==> config.mk <==
export PLATFORM = sky130hd
export DESIGN_NAME = tga_pixel_stream_decoder_top_flat
export DESIGN_NICKNAME = d
export VERILOG_FILES = /design/src/hw/rtl/tpd_pkg.sv /design/src/hw/rtl/tpd_stream_if.sv /design/src/hw/rtl/tga_pixel_stream_decoder_top.sv /design/src/flat_wrapper.sv
export SDC_FILE = /design/constraint.sdc
export NUM_CORES = 1
export LEC_CHECK = 0
export BUFFER_PORTS_ARGS = -buffer_cell sky130_fd_sc_hd__buf_4
export CAP_MARGIN = 10
export CELL_PAD_IN_SITES_DETAIL_PLACEMENT = 0
export CELL_PAD_IN_SITES_GLOBAL_PLACEMENT = 1
export CORE_ASPECT_RATIO = 2
export CORE_MARGIN = 3
export CORE_UTILIZATION = 54
export CTS_BUF_LIST = sky130_fd_sc_hd__clkbuf_8 sky130_fd_sc_hd__clkbuf_16
export DETAILED_ROUTE_END_ITERATION = 6
export PLACE_DENSITY_LB_ADDON = 0.1
export SYNTH_ARGS = -nofsm -noshare
export SYNTH_HDL_FRONTEND = slang
export SYNTH_SLANG_ARGS = --single-unit
==> constraint.sdc <==
create_clock -name clk -period 18.5 [get_ports clk]
set_input_delay 4.625 -clock clk [delete_from_list [all_inputs] [get_ports clk]]
set_output_delay 4.625 -clock clk [all_outputs]
set_load 0.1 [all_outputs]
==> src/hw/rtl/tpd_pkg.sv <==
// ----------------------------------------------------------------------------
// tpd_pkg
// Types and constants shared by the pixel stream decoder files.
// ----------------------------------------------------------------------------
package tpd_pkg;

    // configuration register indexes
    localparam int unsigned CFG_IDX_W = 4;
    localparam logic [CFG_IDX_W-1:0] REG_RLE_MODE     = 4'd0;
    localparam logic [CFG_IDX_W-1:0] REG_DEPTH_SELECT = 4'd1;
    localparam logic [CFG_IDX_W-1:0] REG_IMAGE_WIDTH  = 4'd2;
    localparam logic [CFG_IDX_W-1:0] REG_IMAGE_HEIGHT = 4'd3;

    // depth codes; the unused fourth code behaves as 32 bpp
    localparam logic [1:0] DEPTH_16 = 2'd0;
    localparam logic [1:0] DEPTH_24 = 2'd1;
    localparam logic [1:0] DEPTH_32 = 2'd2;

    // index of the last byte of a pixel, per depth
    localparam logic [1:0] LAST_BYTE_16 = 2'd1;
    localparam logic [1:0] LAST_BYTE_24 = 2'd2;
    localparam logic [1:0] LAST_BYTE_32 = 2'd3;

    // run-length header split: below this is a raw packet
    localparam logic [7:0] RLE_REPEAT_FLAG = 8'd128;

    typedef struct packed {
        logic [7:0] data_byte;
    } byte_beat_t;

    typedef struct packed {
        logic [7:0] red;
        logic [7:0] green;
        logic [7:0] blue;
        logic [7:0] alpha;
        logic [7:0] repeat_count;
        logic       last_pixel;
    } pixel_beat_t;

    typedef struct packed {
        logic [CFG_IDX_W-1:0] index;
        logic [15:0]          value;
    } cfg_beat_t;

endpackage

==> src/hw/rtl/tpd_stream_if.sv <==
// ----------------------------------------------------------------------------
// tpd_stream_if
// Valid/ready channel carrying one payload struct per beat.
// ----------------------------------------------------------------------------
interface tpd_stream_if #(
    parameter type payload_t = logic
);
    logic     valid;
    logic     ready;
    payload_t payload;

    modport source (output valid, output payload, input ready);
    modport sink   (input valid, input payload, output ready);
endinterface

==> src/hw/rtl/tga_pixel_stream_decoder_top.sv <==
// ----------------------------------------------------------------------------
// tga_pixel_stream_decoder_top
// Decodes raw or run-length image pixel bytes into RGBA pixels with a
// repeat count per beat.
// ----------------------------------------------------------------------------
//
//  channel  | dir | payload                                     | accepted when
//  ---------+-----+---------------------------------------------+--------------
//  stream   | in  | data_byte                                   | valid & ready
//  pixels   | out | red green blue alpha repeat_count last_pixel| valid & ready
//  cfg      | in  | index, value (write)                        | valid & ready
//
//  One byte per cycle while stream.ready is high; each byte is decoded by
//  a single logic stage into the output register, so a result shows the
//  cycle after its last byte. The output register is the only buffer:
//  stream.ready drops only while a result sits unaccepted on pixels.
//  cfg.ready is always high. Reset (rst_n low, async) clears control state
//  and loads default config. A cfg write to indexes 0-3 restarts the image;
//  the image size product is computed by one 16x16 multiply on the write.
// ----------------------------------------------------------------------------
module tga_pixel_stream_decoder_top (
    input  logic         clk,
    input  logic         rst_n,
    tpd_stream_if.sink   stream,
    tpd_stream_if.source pixels,
    tpd_stream_if.sink   cfg
);

    // configuration
    logic        rle_mode_reg;
    logic [1:0]  depth_select_reg;
    logic [15:0] image_width_reg;
    logic [15:0] image_height_reg;
    logic [31:0] total_reg;

    // stream state; remaining counts down from width*height
    logic [31:0] remaining_reg,  remaining_next;
    logic [7:0]  packet_left_reg, packet_left_next;
    logic        packet_is_repeat_reg, packet_is_repeat_next;
    logic [1:0]  byte_in_pixel_reg, byte_in_pixel_next;
    logic [7:0]  pixel_bytes_reg [3];

    // output register
    logic                 out_valid_reg, out_valid_next;
    tpd_pkg::pixel_beat_t out_beat_reg, out_beat_next;

    logic        in_fire;
    logic        cfg_fire;
    logic        cfg_hit;
    logic [15:0] width_new;
    logic [15:0] height_new;
    logic [31:0] total_new;

    logic        rle;
    logic [1:0]  last_byte;
    logic [7:0]  b;
    logic        pixel_done;
    logic        is_header;
    logic [7:0]  want;
    logic        hits_end;
    logic [7:0]  count;
    logic [15:0] word16;

    assign stream.ready  = !out_valid_reg || pixels.ready;
    assign cfg.ready     = 1'b1;
    assign pixels.valid  = out_valid_reg;
    assign pixels.payload = out_beat_reg;

    assign in_fire  = stream.valid && stream.ready;
    assign cfg_fire = cfg.valid;
    assign cfg_hit  = cfg_fire && (cfg.payload.index == tpd_pkg::REG_RLE_MODE
                                || cfg.payload.index == tpd_pkg::REG_DEPTH_SELECT
                                || cfg.payload.index == tpd_pkg::REG_IMAGE_WIDTH
                                || cfg.payload.index == tpd_pkg::REG_IMAGE_HEIGHT);

    // size after this write; zero dimensions count as one
    always_comb
    begin
        width_new  = image_width_reg;
        height_new = image_height_reg;
        if (cfg.payload.index == tpd_pkg::REG_IMAGE_WIDTH)
        begin
            width_new = cfg.payload.value;
        end
        if (cfg.payload.index == tpd_pkg::REG_IMAGE_HEIGHT)
        begin
            height_new = cfg.payload.value;
        end
        if (width_new == 16'd0)
        begin
            width_new = 16'd1;
        end
        if (height_new == 16'd0)
        begin
            height_new = 16'd1;
        end
        total_new = 32'(width_new) * 32'(height_new);
    end

    always_comb
    begin
        unique case (depth_select_reg)
            tpd_pkg::DEPTH_16: last_byte = tpd_pkg::LAST_BYTE_16;
            tpd_pkg::DEPTH_24: last_byte = tpd_pkg::LAST_BYTE_24;
            default:           last_byte = tpd_pkg::LAST_BYTE_32;
        endcase
    end

    assign rle        = rle_mode_reg && (depth_select_reg != tpd_pkg::DEPTH_16);
    assign b          = stream.payload.data_byte;
    assign is_header  = rle && (packet_left_reg == 8'd0);
    assign pixel_done = !is_header && (byte_in_pixel_reg == last_byte);
    assign word16     = {b, pixel_bytes_reg[0]};

    // repeat packets clip to what is left of the image
    assign want     = (rle && packet_is_repeat_reg) ? packet_left_reg : 8'd1;
    assign hits_end = remaining_reg <= 32'(want);
    assign count    = hits_end ? remaining_reg[7:0] : want;

    always_comb
    begin
        remaining_next        = remaining_reg;
        packet_left_next      = packet_left_reg;
        packet_is_repeat_next = packet_is_repeat_reg;
        byte_in_pixel_next    = byte_in_pixel_reg;
        out_valid_next        = out_valid_reg && !pixels.ready;
        out_beat_next         = out_beat_reg;

        if (in_fire)
        begin
            if (is_header)
            begin
                packet_is_repeat_next = b >= tpd_pkg::RLE_REPEAT_FLAG;
                packet_left_next      = packet_is_repeat_next
                                      ? b - (tpd_pkg::RLE_REPEAT_FLAG - 8'd1)
                                      : b + 8'd1;
            end
            else if (!pixel_done)
            begin
                byte_in_pixel_next = byte_in_pixel_reg + 2'd1;
            end
            else
            begin
                byte_in_pixel_next = 2'd0;
                out_valid_next     = 1'b1;

                unique case (depth_select_reg)
                    tpd_pkg::DEPTH_16:
                    begin
                        out_beat_next.red   = {word16[14:10], 3'b000};
                        out_beat_next.green = {word16[9:5], 3'b000};
                        out_beat_next.blue  = {word16[4:0], 3'b000};
                        out_beat_next.alpha = 8'd0;
                    end
                    tpd_pkg::DEPTH_24:
                    begin
                        out_beat_next.red   = b;
                        out_beat_next.green = pixel_bytes_reg[1];
                        out_beat_next.blue  = pixel_bytes_reg[0];
                        out_beat_next.alpha = 8'd0;
                    end
                    default:
                    begin
                        out_beat_next.red   = pixel_bytes_reg[2];
                        out_beat_next.green = pixel_bytes_reg[1];
                        out_beat_next.blue  = pixel_bytes_reg[0];
                        out_beat_next.alpha = b;
                    end
                endcase
                out_beat_next.repeat_count = count;
                out_beat_next.last_pixel   = hits_end;

                if (rle && packet_is_repeat_reg)
                begin
                    packet_left_next = 8'd0;
                end
                else if (rle)
                begin
                    packet_left_next = packet_left_reg - 8'd1;
                end

                if (hits_end)
                begin
                    // image complete: start over for the next one
                    remaining_next        = total_reg;
                    packet_left_next      = 8'd0;
                    packet_is_repeat_next = 1'b0;
                end
                else
                begin
                    remaining_next = remaining_reg - 32'(count);
                end
            end
        end

        if (cfg_hit)
        begin
            remaining_next        = total_new;
            packet_left_next      = 8'd0;
            packet_is_repeat_next = 1'b0;
            byte_in_pixel_next    = 2'd0;
        end
    end

    always_ff @(posedge clk or negedge rst_n)
    begin
        if (!rst_n)
        begin
            rle_mode_reg         <= 1'b0;
            depth_select_reg     <= tpd_pkg::DEPTH_24;
            image_width_reg      <= 16'd1;
            image_height_reg     <= 16'd1;
            total_reg            <= 32'd1;
            remaining_reg        <= 32'd1;
            packet_left_reg      <= 8'd0;
            packet_is_repeat_reg <= 1'b0;
            byte_in_pixel_reg    <= 2'd0;
            out_valid_reg        <= 1'b0;
        end
        else
        begin
            if (cfg_fire)
            begin
                unique case (cfg.payload.index)
                    tpd_pkg::REG_RLE_MODE:     rle_mode_reg     <= cfg.payload.value[0];
                    tpd_pkg::REG_DEPTH_SELECT: depth_select_reg <= cfg.payload.value[1:0];
                    tpd_pkg::REG_IMAGE_WIDTH:  image_width_reg  <= cfg.payload.value;
                    tpd_pkg::REG_IMAGE_HEIGHT: image_height_reg <= cfg.payload.value;
                    default: ;
                endcase
            end
            if (cfg_hit)
            begin
                total_reg <= total_new;
            end
            remaining_reg        <= remaining_next;
            packet_left_reg      <= packet_left_next;
            packet_is_repeat_reg <= packet_is_repeat_next;
            byte_in_pixel_reg    <= byte_in_pixel_next;
            out_valid_reg        <= out_valid_next;
        end
    end

    // payload registers, no reset
    always_ff @(posedge clk)
    begin
        out_beat_reg <= out_beat_next;
        if (in_fire && !is_header && !pixel_done && byte_in_pixel_reg != tpd_pkg::LAST_BYTE_32)
        begin
            pixel_bytes_reg[byte_in_pixel_reg] <= b;
        end
    end

    // ------------------------------------------------------------------------
    // assertions
    // ------------------------------------------------------------------------
    a_remaining_nonzero: assert property (@(posedge clk) disable iff (!rst_n)
        remaining_reg != 32'd0)
        else $error("remaining pixel count reached zero");

    a_remaining_bounded: assert property (@(posedge clk) disable iff (!rst_n)
        remaining_reg <= total_reg)
        else $error("remaining pixel count exceeds image size");

    a_count_nonzero: assert property (@(posedge clk) disable iff (!rst_n)
        pixels.valid |-> pixels.payload.repeat_count != 8'd0)
        else $error("pixel beat with zero repeat count");

    a_byte_index: assert property (@(posedge clk) disable iff (!rst_n)
        byte_in_pixel_reg <= last_byte)
        else $error("byte index past end of pixel");

    a_end_restart: assert property (@(posedge clk) disable iff (!rst_n)
        (in_fire && pixel_done && hits_end && !cfg_fire)
        |=> (remaining_reg == total_reg && packet_left_reg == 8'd0))
        else $error("stream state not restarted after last pixel");

endmodule

==> src/flat_wrapper.sv <==
// flat-port wrapper written by rule: the top's interface ports become plain ports
module tga_pixel_stream_decoder_top_flat 
  (clk, rst_n, stream_valid, stream_payload, stream_ready, pixels_valid, pixels_payload, pixels_ready, cfg_valid, cfg_payload, cfg_ready);
  tpd_stream_if #(.payload_t(tpd_pkg::byte_beat_t)) stream_i ();
  tpd_stream_if #(.payload_t(tpd_pkg::pixel_beat_t)) pixels_i ();
  tpd_stream_if #(.payload_t(tpd_pkg::cfg_beat_t)) cfg_i ();
  input  logic clk;
  input  logic rst_n;
  input wire logic [$bits(stream_i.valid)-1:0] stream_valid;
  input wire logic [$bits(stream_i.payload)-1:0] stream_payload;
  output wire logic [$bits(stream_i.ready)-1:0] stream_ready;
  output wire logic [$bits(pixels_i.valid)-1:0] pixels_valid;
  output wire logic [$bits(pixels_i.payload)-1:0] pixels_payload;
  input wire logic [$bits(pixels_i.ready)-1:0] pixels_ready;
  input wire logic [$bits(cfg_i.valid)-1:0] cfg_valid;
  input wire logic [$bits(cfg_i.payload)-1:0] cfg_payload;
  output wire logic [$bits(cfg_i.ready)-1:0] cfg_ready;
  assign stream_i.valid = stream_valid;
  assign stream_i.payload = stream_payload;
  assign stream_ready = stream_i.ready;
  assign pixels_valid = pixels_i.valid;
  assign pixels_payload = pixels_i.payload;
  assign pixels_i.ready = pixels_ready;
  assign cfg_i.valid = cfg_valid;
  assign cfg_i.payload = cfg_payload;
  assign cfg_ready = cfg_i.ready;
  tga_pixel_stream_decoder_top u_core (.clk(clk), .rst_n(rst_n), .stream(stream_i), .pixels(pixels_i), .cfg(cfg_i));
endmodule
==> results of run 1 <==
==> layout by cell type, fill, tap and decap left out, types with 4 or more instances in the layout <==
| master | n |
|---|---|
| sky130_fd_sc_hd__nand2_1 | 270 |
| sky130_fd_sc_hd__inv_1 | 246 |
| sky130_fd_sc_hd__nor2_1 | 214 |
| sky130_fd_sc_hd__fa_1 | 195 |
| sky130_fd_sc_hd__ha_1 | 127 |
| sky130_fd_sc_hd__dfrtp_1 | 106 |
| sky130_fd_sc_hd__a21oi_1 | 100 |
| sky130_fd_sc_hd__buf_4 | 97 |
| sky130_fd_sc_hd__o21ai_0 | 74 |
| sky130_fd_sc_hd__edfxtp_1 | 65 |
| sky130_fd_sc_hd__mux2_2 | 51 |
| sky130_fd_sc_hd__mux2i_1 | 36 |
| sky130_fd_sc_hd__a21o_1 | 26 |
| sky130_fd_sc_hd__xnor2_1 | 23 |
| sky130_fd_sc_hd__nand3_1 | 21 |
| sky130_fd_sc_hd__and2_1 | 20 |
| sky130_fd_sc_hd__o21a_1 | 18 |
| sky130_fd_sc_hd__a31oi_1 | 18 |
| sky130_fd_sc_hd__clkbuf_16 | 17 |
| sky130_fd_sc_hd__nor3_1 | 16 |
| sky130_fd_sc_hd__or2_2 | 15 |
| sky130_fd_sc_hd__nand4_1 | 15 |
| sky130_fd_sc_hd__o21ai_1 | 15 |
| sky130_fd_sc_hd__nor4_1 | 14 |
| sky130_fd_sc_hd__and3_1 | 10 |
| sky130_fd_sc_hd__a211oi_1 | 10 |
| sky130_fd_sc_hd__xor2_1 | 9 |
| sky130_fd_sc_hd__or3_1 | 8 |
| sky130_fd_sc_hd__o31ai_1 | 8 |
| sky130_fd_sc_hd__nand2b_1 | 7 |
| sky130_fd_sc_hd__a22oi_1 | 7 |
| sky130_fd_sc_hd__nor2b_1 | 6 |
| sky130_fd_sc_hd__o22ai_1 | 6 |
| sky130_fd_sc_hd__inv_8 | 6 |
| sky130_fd_sc_hd__dfstp_2 | 5 |
| sky130_fd_sc_hd__or4_1 | 4 |
| sky130_fd_sc_hd__o211ai_1 | 4 |
| sky130_fd_sc_hd__o21bai_1 | 4 |
==> cell usage after synthesis (all sizes together), types with 5 or more instances <==
library cell,n
and2,21
mux2i,38
o21a,18
nand2,272
dfrtp,106
a31oi,18
nor2b,6
a22oi,8
nand2b,7
nor2,217
o22ai,6
inv,247
nor3,17
buf,20
fa,195
clkbuf,53
a211oi,11
dfstp,5
nand3,21
edfxtp,65
o21ai,89
or3,10
nor4,16
and3,10
ha,127
xnor2,23
a21oi,100
xor2,9
a21o,26
or2,15
nand4,15
o31ai,8
mux2,51
==> routing by layer <==
metal | vias up | wire length (um)
met5 | - | 0
met4 | 0 | 4360
met3 | 201 | 1900
met2 | 455 | 28400
met1 | 6856 | 16600
li1 | 6405 | -
==> area by class of cell <==
cell class | count | area share, %
clock buffer | 17 | 2.23
clock inverter | 15 | 0.962
inverter | 248 | 4.94
multi-input combinational | 1411 | 60.5
sequential | 176 | 24.8
tap | 423 | 2.77
timing repair buffer | 97 | 3.81
==> worst register-to-register path: cells and delay by family, from the launching register on <==
| family | cells | cell delay [ns] |
|---|---|---|
| AOI/OAI and AO/OA | 6 | 1.95 |
| adders and majority gates | 7 | 3.15 |
| DFF | 1 | 0.42 |
| buffers and inverters | 3 | 0.14 |
| and+or+nand+nor | 7 | 2.04 |
==> through the flow <==
step | instance area (sq um) | utilization [%]
2_1_floorplan | 17600 | -
3_3_place_gp | 18500 | 58.2
3_5_place_dp | 18500 | 58.2
4_1_cts | 19100 | 60.2
5_1_grt | 19100 | 60.2
6_report | 19100 | 60.2
==> logic make-up (layout without fill, tap and decap cells) <==
group	count (synthesis)	count (layout)	synth area share (%)
AOI/OAI and AO/OA	327	327	11.4
xor gates and xnor gates	32	32	1.60
adders and majority gates	322	322	31.3
buffers and inverters	321	377	7.21
DFF	176	176	27.0
muxes	89	89	5.44
other	1	1	0.0214
and+or+nand+nor	640	640	16.0
==> final timing paths <==
kind                       cells past startpoint  slack [ns]                 startpoint                         to
setup / recovery                              26        5.91            cfg_payload[19]       u_core.total_reg[31]
hold / removal                                 2        0.47        u_core.total_reg[0]        u_core.total_reg[0]
setup reg to reg                              23       10.68  u_core.image_width_reg[5]       u_core.total_reg[31]
hold reg to reg                                2        0.47        u_core.total_reg[0]        u_core.total_reg[0]
max in group asynchronous                      2       12.97                      rst_n  u_core.packet_left_reg[4]
min in group asynchronous                      1        4.23                      rst_n   u_core.remaining_reg[28]
==> results.rst, run 1 <==
.. list-table::
   :header-rows: 1

   * - Metric
     - Value
   * - Sequential element share of the synthesized area
     - 27.0%
   * - Register clock-pin slew on the reported worst setup and hold paths
     - 0.07 ns
   * - Number of warning messages in the yosys log
     - 0
   * - Clock skew after layout
     - 0.0133 ns
   * - Most area-hungry cell type in the Yosys netlist
     - sky130_fd_sc_hd__fa_1
   * - Total routing resource utilization after global routing
     - 30.2%
   * - Worst path arrival time
     - 12.92 ns
   * - Worst hold-check path type
     - reg2reg
   * - Maximum Capacitance Violations
     - 0
   * - Hold-fix buffers, CTS
     - 0
   * - GRT Residual Overflow
     - 0
   * - Post-synthesis to final-layout area growth
     - 8.90%
   * - Critical path startpoint category
     - input port
   * - TritonCTS buffer count
     - 17
   * - Number of optimization iterations in the first detailed-route pass
     - 5
   * - Final weighted congestion in routability-driven placement
     - 0.993
   * - Max reg flops
     - 41
   * - Die outline height
     - 261 um
   * - Seq cells post-synth
     - 176
   * - Run status
     - finished clean
   * - Buffers on Ports
     - 75
   * - Maximum frequency from static timing analysis
     - 79.4 MHz
   * - Number of setup buffers added after CTS
     - 0
   * - ANT nets after route
     - 0
   * - Cell type group with the largest total delay on the critical path
     - adder cells
   * - Number of different library cells in the post-synthesis netlist
     - 78
   * - RSZ-0062 raised after global routing
     - false
   * - Post-detailed-route DRC marker count
     - 0
   * - Detailed router's first-iteration violation count
     - 749
   * - Maximum number of buffers from clock root to sink
     - 2
   * - Count of cells resized by post-cts repair
     - 0
   * - Fraction of met3 tracks used by global routing
     - 3.63%
   * - Final count of negative-setup-slack endpoints
     - 0
   * - Met1 capacity usage during global routing
     - 28.8%
   * - Yosys top cell area share
     - 22.2%
   * - Hold violation total from the final report
     - 0
   * - Number of global-route vias before repair
     - 15,100
   * - Multi-input logic area
     - 11,600 sq um
   * - Time the worst path needs with I/O delays and setup
     - 12.59 ns
   * - Antenna violations before repair
     - 0
   * - Count of non-filler cells in the finished layout
     - 2,387
   * - Pin count of the biggest net entering global routing
     - 66
   * - Area of the core region
     - 31,800 sq um
   * - Most used routing layer in global routing
     - met2
   * - Row Count
     - 92
   * - H-tree depth
     - 4
   * - Count of placed standard cells including taps
     - 2,355
   * - Worst Hold Margin
     - 0.467 ns
   * - Met2 demand-to-capacity share in global routing
     - 58.3%
   * - Final period util
     - 68.0%
   * - Count of buffering cells on the critical path with inverters included
     - 6
   * - Total clock sinks
     - 176
   * - Post-Synthesis Cell Area
     - 17,600 sq um
   * - Sequential Area
     - 4740 sq um
   * - Wire length per cell after detailed routing
     - 21.5 um
   * - Dominant synthesized flop cell
     - sky130_fd_sc_hd__dfrtp_1
   * - Floorplan die area
     - 34,800 sq um
   * - Async SR Flop Fraction
     - 63.1%
   * - Relative slew slack
     - 17.5%
   * - EDFF count, synth
     - 65
   * - Per-cell via count in the routed design
     - 5.83
   * - Post-Place Setup Slack
     - 5.41 ns
   * - Kind of end point of the critical path
     - register
   * - Dominant cell type by count on the critical path
     - sky130_fd_sc_hd__fa_1
   * - Max stage delay cell, worst path
     - sky130_fd_sc_hd__mux2i_1
   * - Wire length of the first global-routing pass
     - 80.3 mm
   * - Pins Over Slew Limit
     - 0
   * - Post-Route WL
     - 51.2 mm
   * - Max stage delay on crit path
     - 0.97 ns
   * - Top cells by area in the synthesized netlist
     - sky130_fd_sc_hd__fa_1 (22%), sky130_fd_sc_hd__dfrtp_1 (15%), sky130_fd_sc_hd__edfxtp_1 (11%), sky130_fd_sc_hd__ha_1 (9.1%), sky130_fd_sc_hd__nand2_1 (5.8%)
   * - Classification of the worst setup path
     - in2reg
   * - Critical Path RT
     - 18.83 ns
   * - Boundary pin count
     - 77
   * - Critical path peak fanout
     - 33
   * - Worst skew pair latency
     - 0.45 ns
   * - Sum of negative setup slack
     - 0 ns
   * - Minimum setup slack in the final design
     - 5.91 ns
   * - Horizontal extent of the die
     - 133 um
   * - Pin slew with the least headroom to its limit
     - 1.20 ns
   * - Number of nets in the layout
     - 2,306
   * - Routed via count
     - 13,900
   * - Gate count after technology mapping
     - 1,908
   * - Clock tree from TritonCTS
     - done
   * - DPL Wire Length
     - 41.6 mm
   * - N_diodes
     - 0
   * - Starting density of the core
     - 55.2%
   * - Filler cell count
     - 2,885
   * - Syn avg cell area
     - 9.20 sq um
   * - Library cell used as clock root buffer
     - sky130_fd_sc_hd__clkbuf_16
   * - Fraction of final layout cells with drive strength greater than 1
     - 11.2%
   * - Post-synthesis net count
     - 2,263
Power of run 1 is left out: the tool's default activity adds up to more than one toggle a clock period on the data nets, which glitch-free logic cannot reach.
==> run 2: changes to the inputs <==
--- a/config.mk
+++ b/config.mk
@@ -5,13 +5,14 @@
 export SDC_FILE = /design/constraint.sdc
 export NUM_CORES = 1
 export LEC_CHECK = 0
+export ABC_AREA = 1
 export BUFFER_PORTS_ARGS = -buffer_cell sky130_fd_sc_hd__buf_4
 export CAP_MARGIN = 10
 export CELL_PAD_IN_SITES_DETAIL_PLACEMENT = 0
 export CELL_PAD_IN_SITES_GLOBAL_PLACEMENT = 1
 export CORE_ASPECT_RATIO = 2
 export CORE_MARGIN = 3
-export CORE_UTILIZATION = 54
+export CORE_UTILIZATION = 48
 export CTS_BUF_LIST = sky130_fd_sc_hd__clkbuf_8 sky130_fd_sc_hd__clkbuf_16
 export DETAILED_ROUTE_END_ITERATION = 6
 export PLACE_DENSITY_LB_ADDON = 0.1
==> constraint.sdc (replaced) <==
create_clock -name clk -period 12.7 [get_ports clk]
set_input_delay 3.175 -clock clk [delete_from_list [all_inputs] [get_ports clk]]
set_output_delay 3.175 -clock clk [all_outputs]
set_load 0.1 [all_outputs]
==> results.rst, run 2 <==
.. list-table::
   :header-rows: 1

   * - Metric
     - Value
   * - RSZ-0062 raised after global routing
     - false (unchanged)
   * - Per-cell via count in the routed design
     - 5.36 (was 5.83)
   * - Detailed router's first-iteration violation count
     - 840 (was 749)
   * - Top cells by area in the synthesized netlist
     - sky130_fd_sc_hd__fa_1 (21%), sky130_fd_sc_hd__nand2_1 (15%), sky130_fd_sc_hd__dfrtp_1 (14%), sky130_fd_sc_hd__edfxtp_1 (11%), sky130_fd_sc_hd__ha_1 (8.6%) (was sky130_fd_sc_hd__fa_1 (22%), sky130_fd_sc_hd__dfrtp_1 (15%), sky130_fd_sc_hd__edfxtp_1 (11%), sky130_fd_sc_hd__ha_1 (9.1%), sky130_fd_sc_hd__nand2_1 (5.8%))
   * - Critical Path RT
     - 13.05 ns (was 18.83 ns)
   * - Depth of the critical timing path with buffers and inverters included
     - 32 (was 26)
   * - Number of warning messages in the yosys log
     - 0 (unchanged)
   * - Worst Hold Margin
     - 0.479 ns (was 0.467 ns)
   * - Post-Synthesis Cell Area
     - 18,400 sq um (was 17,600 sq um)
   * - Post-detailed-route DRC marker count
     - 0 (unchanged)
   * - Share of synthesized cell area in full adder, half adder and majority cells
     - 29.8% (was 31.3%)
   * - GRT Residual Overflow
     - 0 (unchanged)
   * - Filler cell count
     - 3,728 (was 2,885)
   * - Kind of end point of the critical path
     - register (unchanged)
   * - Worst hold-check path type
     - reg2reg (unchanged)
   * - ANT nets after route
     - 0 (unchanged)
   * - Count of placed standard cells including taps
     - 2,925 (was 2,355)
   * - Cell type group with the largest total delay on the critical path
     - simple AND/OR/NAND/NOR gates (was adder cells)
   * - Gate count after technology mapping
     - 2,443 (was 1,908)
   * - Count of non-filler cells in the finished layout
     - 2,958 (was 2,387)
   * - Count of buffering cells on the critical path with inverters included
     - 4 (was 6)
   * - Maximum frequency from static timing analysis
     - 97.2 MHz
   * - Fraction of synthesized area in multiplexers
     - 0% (was 5.44%)
   * - Run status
     - finished clean (unchanged)
   * - Seq cells post-synth
     - 176 (unchanged)
   * - Total routing resource utilization after global routing
     - 29.7% (was 30.2%)
   * - Number of global-route vias before repair
     - 16,400 (was 15,100)
   * - Worst path arrival time
     - 10.64 ns (was 12.92 ns)
   * - Minimum setup slack in the final design
     - 2.41 ns (was 5.91 ns)
   * - Critical path startpoint category
     - input port (unchanged)
   * - Relative slew slack
     - 26.5% (was 17.5%)
   * - Wire length per cell after detailed routing
     - 20.0 um (was 21.5 um)
   * - Number of optimization iterations in the first detailed-route pass
     - 7 (was 5)
   * - Count of cells resized by post-cts repair
     - 0 (unchanged)
   * - Async SR Flop Fraction
     - 63.1% (unchanged)
   * - Routed via count
     - 15,900 (was 13,900)
   * - EDFF count, synth
     - 65 (unchanged)
   * - N_diodes
     - 0 (unchanged)
   * - Number of nets in the layout
     - 2,841 (was 2,306)
   * - Register clock-pin slew on the reported worst setup and hold paths
     - 0.08 ns (was 0.07 ns)
   * - Number of setup buffers added after CTS
     - 0 (unchanged)
   * - Post-synthesis net count
     - 2,798 (was 2,263)
   * - Depth of the worst register-to-register path
     - 25 (was 23)
   * - Area of the core region
     - 37,500 sq um (was 31,800 sq um)
   * - Final period util
     - 81.0%
   * - Maximum Capacitance Violations
     - 0 (unchanged)
   * - Hold violation total from the final report
     - 0 (unchanged)
   * - Xor and xnor area share after synthesis
     - 1.14% (was 1.60%)
   * - Clock skew after layout
     - 0.0223 ns (was 0.0133 ns)
   * - Post-synthesis to final-layout area growth
     - 8.46% (was 8.90%)
   * - Final count of negative-setup-slack endpoints
     - 0 (unchanged)
   * - TritonCTS buffer count
     - 17 (unchanged)
   * - Sum of negative setup slack
     - 0 ns (unchanged)
   * - Dominant synthesized flop cell
     - sky130_fd_sc_hd__dfrtp_1 (unchanged)
   * - Max stage delay on crit path
     - 0.52 ns (was 0.97 ns)
   * - Post-synthesis simple-gate area fraction
     - 27.5% (was 16.0%)
   * - Horizontal extent of the die
     - 144 um (was 133 um)
   * - Post-Place Setup Slack
     - 1.57 ns (was 5.41 ns)
   * - Buffers on Ports
     - 75 (unchanged)
   * - Max reg flops
     - 41 (unchanged)
   * - Time the worst path needs with I/O delays and setup
     - 10.29 ns
   * - Commonest cells after routing, fill and taps aside
     - sky130_fd_sc_hd__nand2_1 (750), sky130_fd_sc_hd__inv_1 (420), sky130_fd_sc_hd__nor2_1 (293), sky130_fd_sc_hd__fa_1 (195), sky130_fd_sc_hd__ha_1 (127) (was sky130_fd_sc_hd__nand2_1 (270), sky130_fd_sc_hd__inv_1 (246), sky130_fd_sc_hd__nor2_1 (214), sky130_fd_sc_hd__fa_1 (195), sky130_fd_sc_hd__ha_1 (127))
   * - Number of different library cells in the post-synthesis netlist
     - 45 (was 78)
   * - Pin slew with the least headroom to its limit
     - 1.10 ns (was 1.20 ns)
   * - Reported leakage power
     - 10.5 nW
   * - Max stage delay cell, worst path
     - sky130_fd_sc_hd__fa_1 (was sky130_fd_sc_hd__mux2i_1)
   * - Pins Over Slew Limit
     - 0 (unchanged)
   * - Classification of the worst setup path
     - in2reg (unchanged)
   * - H-tree depth
     - 4 (unchanged)
   * - Starting density of the core
     - 49.0% (was 55.2%)
   * - Most repeated cell in the gate-level netlist after synthesis
     - sky130_fd_sc_hd__nand2_1 (unchanged)
   * - Sequential element share of the synthesized area
     - 25.7% (was 27.0%)
   * - Die outline height
     - 283 um (was 261 um)
   * - Dominant cell type by count on the critical path
     - sky130_fd_sc_hd__nand2_1 (was sky130_fd_sc_hd__fa_1)
   * - Hold-fix buffers, CTS
     - 0 (unchanged)
   * - Worst skew pair latency
     - 0.47 ns (was 0.45 ns)
   * - Most frequent standard cell in the layout excluding fill and tap cells
     - sky130_fd_sc_hd__nand2_1 (unchanged)
   * - Final standard cell utilization of the core
     - 53.2% (was 60.2%)
   * - Clock tree from TritonCTS
     - done (unchanged)
   * - Worst supply voltage drop on vdd
     - 0.000135 V
   * - Syn avg cell area
     - 7.54 sq um (was 9.20 sq um)
   * - Main combinational cell family by area after synthesis
     - adder cells (unchanged)
   * - Critical path peak fanout
     - 25 (was 33)
   * - Most area-hungry cell type in the Yosys netlist
     - sky130_fd_sc_hd__fa_1 (unchanged)
   * - Fraction of final layout cells with drive strength greater than 1
     - 6.68% (was 11.2%)
   * - Antenna violations before repair
     - 0 (unchanged)
   * - Commonest cells post-synth
     - sky130_fd_sc_hd__nand2_1 (750), sky130_fd_sc_hd__inv_1 (421), sky130_fd_sc_hd__nor2_1 (293) (was sky130_fd_sc_hd__nand2_1 (271), sky130_fd_sc_hd__inv_1 (246), sky130_fd_sc_hd__nor2_1 (215))
   * - Yosys top cell area share
     - 21.2% (was 22.2%)
   * - Compound-cell area share of the yosys netlist
     - 5.32% (was 11.4%)
   * - Row Count
     - 100 (was 92)
   * - Floorplan die area
     - 40,900 sq um (was 34,800 sq um)
   * - Post-Route WL
     - 59.3 mm (was 51.2 mm)
   * - Wire length of the first global-routing pass
     - 92.1 mm (was 80.3 mm)
   * - DPL Wire Length
     - 47.8 mm (was 41.6 mm)
   * - Total clock sinks
     - 176 (unchanged)
   * - P per Cell Area
     - 160 nW/um^2
   * - Final weighted congestion in routability-driven placement
     - 1.01 (was 0.993)
   * - Boundary pin count
     - 77 (unchanged)
   * - Library cell used as clock root buffer
     - sky130_fd_sc_hd__clkbuf_16 (unchanged)
   * - Number of cells traversed by the worst hold path
     - 2 (unchanged)
   * - Pin count of the biggest net entering global routing
     - 74 (was 66)
   * - Maximum number of buffers from clock root to sink
     - 2 (unchanged)
-- run 2: area by class of cell --
cell class	instances	area [sq um]	area share, %
inverters	436	1640	8.20
flip-flops and latches	176	4740	23.7
clock buffers	17	425	2.13
well taps	459	574	2.88
clock inverters	15	178	0.890
multi-input cells	1767	11800	58.9
repair buffers	88	661	3.31
-- run 2: power by group --
| part | switching [mW] | internal [mW] | leakage (nW) |
|---|---|---|---|
| Sequential | 0.122 | 0.754 | 2.01 |
| Clock | 0.290 | 0.269 | 0.291 |
| Combinational | 1.20 | 0.558 | 8.15 |
| Total | 1.61 | 1.58 | 10.5 |
-- run 2: per-stage QoR --
step	cell area (sq um)	power [mW]
after floorplan	18400	2.10
after global placement	19300	2.62
after detailed placement	19400	2.63
after CTS	20000	3.22
after global routing	20000	3.46
final	20000	3.19
-- run 2: path summary, 6_finish.rpt --
path                                       startpoint                       end  slack, ns
min in group asynchronous                       rst_n      u_core.total_reg[26]       2.93
hold reg to reg               u_core.remaining_reg[0]   u_core.remaining_reg[0]       0.48
max in group asynchronous                       rst_n       u_core.total_reg[0]       8.58
setup / recovery                      cfg_payload[19]  u_core.remaining_reg[25]       2.41
hold / removal                u_core.remaining_reg[0]   u_core.remaining_reg[0]       0.48
setup reg to reg           u_core.depth_select_reg[1]  u_core.remaining_reg[26]       5.68
-- run 2: cells by family after synthesis --
logic type      count (synthesis)
xor+xnor                       24
flops                         176
buf+inv                       500
other cells                     1
fa+ha+maj                     322
simple gates                 1238
compound gates                182
-- run 2: worst reg2reg max path, stage by stage, from the launching register on --
cell	delay, ns
sky130_fd_sc_hd__dfrtp_1	0.82
sky130_fd_sc_hd__nor2_4	0.20
sky130_fd_sc_hd__inv_2	0.32
sky130_fd_sc_hd__nand2_2	0.14
sky130_fd_sc_hd__nor2_1	0.41
sky130_fd_sc_hd__nand2_1	0.25
sky130_fd_sc_hd__ha_1	0.36
sky130_fd_sc_hd__nand2_1	0.08
sky130_fd_sc_hd__nor2_1	0.24
sky130_fd_sc_hd__nand4_1	0.16
sky130_fd_sc_hd__nand2_1	0.41
sky130_fd_sc_hd__nand2_4	0.46
sky130_fd_sc_hd__nand2_1	0.17
sky130_fd_sc_hd__o21ai_0	0.20
sky130_fd_sc_hd__ha_1	0.32
sky130_fd_sc_hd__fa_1	0.41
sky130_fd_sc_hd__o21ai_0	0.73
sky130_fd_sc_hd__nand2_1	0.10
sky130_fd_sc_hd__nand2_1	0.24
sky130_fd_sc_hd__nand2_1	0.30
sky130_fd_sc_hd__nand4_1	0.16
sky130_fd_sc_hd__nand3_1	0.13
sky130_fd_sc_hd__nand2_1	0.10
sky130_fd_sc_hd__nand2_1	0.05
sky130_fd_sc_hd__nand2_1	0.06
sky130_fd_sc_hd__nand2_1	0.06
-- run 2: metal layers --
metal	vias up	routed length, um	global-route usage [%]	share of wire [%]
li1	7543	-	-	-
met3	202	2150	3.38	3.6
met4	0	4530	18.9	7.6
met5	-	0	0	0
met1	7634	19900	30.5	34
met2	482	32700	55.3	55
Power figures use the tool's default switching activity.
